## config.mk

```make
export PLATFORM = sky130hd
export DESIGN_NAME = snz_ram
export DESIGN_NICKNAME = d
export VERILOG_FILES = /design/src/rtl/snz_ram.sv
export SDC_FILE = /design/constraint.sdc
export NUM_CORES = 2
export LEC_CHECK = 0
export ABC_CLOCK_PERIOD_IN_PS = 6700
export BUFFER_PORTS_ARGS = -buffer_cell sky130_fd_sc_hd__buf_2
export CORE_MARGIN = 1
export CORE_UTILIZATION = 48
export DETAILED_ROUTE_END_ITERATION = 8
export MAX_ROUTING_LAYER = met4
export SLEW_MARGIN = 20
export SYNTH_ARGS = -nofsm -noshare
export SYNTH_HDL_FRONTEND = slang
export SYNTH_SLANG_ARGS = --single-unit
```

## constraint.sdc

```tcl
create_clock -name i_clk -period 6.7 [get_ports i_clk]
set_clock_uncertainty 0.2 [all_clocks]
set_input_delay 1.675 -clock i_clk [delete_from_list [all_inputs] [get_ports i_clk]]
set_output_delay 1.675 -clock i_clk [all_outputs]
set_load 0.05 [all_outputs]
```

## src/rtl/snz_ram.sv

```systemverilog
module snz_ram #(
    parameter int WIDTH = 8,
    parameter int DEPTH = 256
) (
    input  logic                     i_clk,
    input  logic                     i_we,
    input  logic [$clog2(DEPTH)-1:0] i_waddr,
    input  logic [WIDTH-1:0]         i_wdata,
    input  logic                     i_re,
    input  logic [$clog2(DEPTH)-1:0] i_raddr,
    output logic [WIDTH-1:0]         o_rdata
);

    logic [WIDTH-1:0] r_mem [DEPTH];
    logic [WIDTH-1:0] r_rdata;

    // one write port, one registered read port
    always_ff @(posedge i_clk) begin
        if (i_we) begin
            r_mem[i_waddr] <= i_wdata;
        end
        if (i_re) begin
            r_rdata <= r_mem[i_raddr];
        end
    end

    assign o_rdata = r_rdata;

endmodule

```

Word level (Yosys, flattened, before mapping)
Memory sizes are Yosys's and may differ from the RTL's. A register that Yosys moved wholly into a read port is not among the register bits.
Cells that the tools add are included.
- mux-type cells: 2
- operator list (cell ; number):
    $mux 1 ; 2
- register bits after elaboration: 0
- RAM bits: 2048
- input port bits: 27
- output and inout port bits: 8
- memories kept: 1
- memories (memory ; depth ; bits a word ; rd ports ; clocked after Yosys merged registers in ; write ports ; RTL line ; source):
    r_mem ; 256 ; 8 ; 1 ; 1 ; 1 ; 14 ; logic [WIDTH-1:0] r_mem [DEPTH];

Logic depth before layout (Yosys ltp)
- depth after elaboration: 2
- depth in mapped cells: 11

Worst setup path after synthesis
No wires, ideal clock.
- kind: input to register
- start point: input port i_raddr[0]
- end point: register r_rdata[2], in the netlist o_rdata[2] (read register of r_mem), data pin
- library setup time: 0.269 ns
- data arrival time: 3.482 ns
- setup slack: 2.749 ns
- stages: 9
- path buffers: 4
- cell sequence: buf_6 > buf_12 > buf_8 > buf_2 > mux4_2 > a22oi_1 > a21oi_1 > nor4_1 > nor4_2
- RTL lines (item ; RTL line ; source):
    start: declaration ; 10 ; input logic [$clog2(DEPTH)-1:0] i_raddr,
    end: declaration ; 15 ; logic [WIDTH-1:0] r_rdata;

==> key figures <==
Status
  – Status: completed

Cells and area
  – Fin cells: 6231
  – Fill cells: 12600
  – Area delta synth->final: 11.6%
  – Leading cell types in the layout, fill and taps excluded: edfxtp_1, mux4_2, nor2_1
  – Commonest non-fill, non-tap cell in the layout: edfxtp_1
  – NumNets Final: 3885
  – Share of cells above drive strength 1: 22.5%

Timing
  – Highest clock rate: 0.217 GHz
  – Final setup fails: 0
  – Fin crit share: 68.8%
  – Minimum clock period: 4.61 ns
  – Slew @ Worst Pin: 1.18 ns
  – RSZ-0062 raised after global routing: false
  – Final-report max-slew violation count: 0
  – Final hold vios: 0
  – Setup TNS: 0 ns
  – Worst slew margin: 21.4%

Logic synthesis
  – Synth Instances: between 3000 and 4000
  – Commonest register cell after synthesis: edfxtp_1
  – Post-synth ARST share: 0%
  – Mapped cell area: 79600 µm²
  – Post-Syn Nets: roughly 3800
  – Sequential area share after synthesis: between 70% and 80%
  – Yosys warning count: 0
  – Netlist cell types: 54
  – Syn_area_per_cell: 21.3 µm²
  – Flop and latch count out of synthesis: 2056
  – Number of enable flip-flop cells after synthesis: 2056

Clocking
  – Clk root buf: clkbuf_16
  – Max H-tree Level: 4
  – CTS tree: built
  – Sink Count: 2056
  – Hold Buf Count CTS: 0
  – CTS Buffer Depth: 3
  – Post-CTS setup buffer count: 0
  – Worst-path clk slew: 0.06 ns
  – CTS resizes: 0
  – Number of buffers created by CTS: approximately 200
  – Worst skew pair latency: approximately 0.86 ns

Pwr
  – Clock power frac: between 40% and 50%
  – Power share of the combinational group: 4.9%
  – Switch Pwr: 5.78 mW
  – Largest vdd supply drop: 0.300 mV
  – Power, Total: ~26 mW
  – Seq pwr share: 53.6%
  – Power per cell area: around 300 nW/µm²
  – Static Leak: 27.3 nW
  – Sw frac: between 20% and 30%
  – Internal power: 20.7 mW

Route
  – Routed WL: 199000 µm
  – DRC Markers: 0
  – Drt via density: 6.18
  – Number of nets with antenna violations after routing: 0
  – Wire length per cell: 32.0 µm
  – Vias: ~39000
  – 1st-pass router iterations: 5
  – 1st-iter DRT viols: between 4000 and 5000

Global routing
  – Initial antenna violation count: 15
  – Total track usage: 24.6%
  – Largest net degree at the start of global routing: 169
  – First-pass GRT wire length: 286000 µm
  – Vias in the first global route: 38700
  – Global route overflow: 0

Job
  – Max_cap viols: 0

Placed design
  – RePlAce Congestion: 0.855
  – Cell count after placement: just under 6000
  – DPL Wire Length: 120000 µm
  – Port-buffer cells: 34

Die
  – Initial Util: about half
  – Die span in x: 409 µm
  – Die height: 409 µm
  – Area of the core: ~160000 µm²
  – Die footprint: between 150000 and 200000 µm²
  – Top Ports: 35
  – Row count: 149

Worst setup path
  – CP required: 7.06 ns
  – CP Class: in2reg
  – Critical Path Start Type: input port
  – Endpoint class of the critical path: flip-flop
  – Reg2Reg Setup Slack: around 3.6 ns
  – Worst EP arrival: around 5.0 ns
  – Worst-path fanout max: 26

Hold path
  – Hold Crit Class: reg2reg
==> Yosys cell counts, types with 3 or more instances <==
master / instances / share of area, %
mux2i_1: 134 / 1.7
buf_1: 22 / 0.10
nor4_2: 3 / 0.047
a221oi_1: 13 / 0.14
nor2b_1: 31 / 0.24
buf_4: 27 / 0.25
nand3_1: 34 / 0.21
a21oi_1: 96 / 0.60
o22a_1: 5 / 0.055
buf_2: 31 / 0.19
buf_12: 8 / 0.20
o211ai_1: 10 / 0.094
a22o_1: 8 / 0.088
nor4_1: 24 / 0.19
nand2b_1: 8 / 0.063
a211oi_1: 16 / 0.15
o22ai_1: 28 / 0.22
o221ai_1: 46 / 0.51
mux4_2: 454 / 13
buf_6: 21 / 0.30
and2_1: 6 / 0.047
buf_8: 13 / 0.25
nand4_1: 10 / 0.079
a22oi_1: 133 / 1.3
nor2_1: 282 / 1.3
nor3_1: 22 / 0.14
or2_2: 4 / 0.031
o32ai_1: 4 / 0.044
nand2_1: 33 / 0.16
edfxtp_1: 2056 / 78
o21ai_0: 10 / 0.063
clkbuf_1: 111 / 0.52
==> state kept, by name, summed over array words and instances (netlist names) <==
signal / count
o_rdata: 8
r_mem: 2048
==> path summary, 6_finish.rpt <==
check	from	to	cells after the start
min reg2reg	r_mem[32][5]	o_rdata[5]	6
max reg2reg	r_mem[82][5]	o_rdata[5]	6
min	r_mem[32][5]	o_rdata[5]	6
max	i_raddr[0]	o_rdata[1]	10
==> layout make-up <==
type	instances	area [µm²]	area share [%]
Sequential cell	2056	61700	69.5
Multi-Input combinational cell	1442	16500	18.6
Clock buffer	254	5310	5.98
Tap cell	2189	2740	3.08
Timing Repair Buffer	152	1410	1.59
Clock inverter	125	1110	1.25
Antenna cell	11	27.5	0.0310
Inverter	2	7.51	0.00845
==> layer usage <==
layer / wire [µm] / global-route usage, %
met1: 82500 / 34.4
met2: 95700 / 37.5
met3: 16600 / 5.00
met4: 4430 / 6.08
met5: 0 / -
==> cells by family after synthesis <==
logic type             Yosys count  share of synthesized area [%]
AO/OA/AOI/OAI                  385                           3.42
flip-flops                    2056                           77.5
buffers and inverters          235                           1.83
AND/OR/NAND/NOR                466                           2.63
multiplexers                   591                           14.6
==> metrics by stage <==
step / instance area [µm²] / setup slack (ns) / util, % / hold WS (ns)
detailed placement: 82400 / 1.27 / 50.0 / 0.878
global placement: 82400 / 1.05 / 50.0 / 0.863
CTS: 88800 / 2.17 / 53.9 / 0.895
finish: 88900 / 2.09 / 53.9 / 0.924
global route: 88900 / 2.02 / 53.9 / 0.996
floorplan: 79600 / 2.75 / - / 0.664
==> power by group through the flow <==
stage	clock network [mW]	logic (mW)	registers (mW)
after global routing	11.6	1.36	14.2
after detailed placement	0	1.30	14.5
after floorplan	0	0.689	14.5
final	11.0	1.29	14.2
after CTS	11.1	1.31	14.2
after global placement	0	1.29	14.5
==> worst max-delay path, stage by stage <==
cell      delay (ns)
buf_8           0.29
buf_12          0.31
buf_12          0.24
buf_12          0.24
buf_4           0.24
mux4_2          0.53
o211ai_1        0.30
a21oi_1         0.15
nor4_1          0.72
nor4_1          0.15
Power figures use the tool's default switching activity.
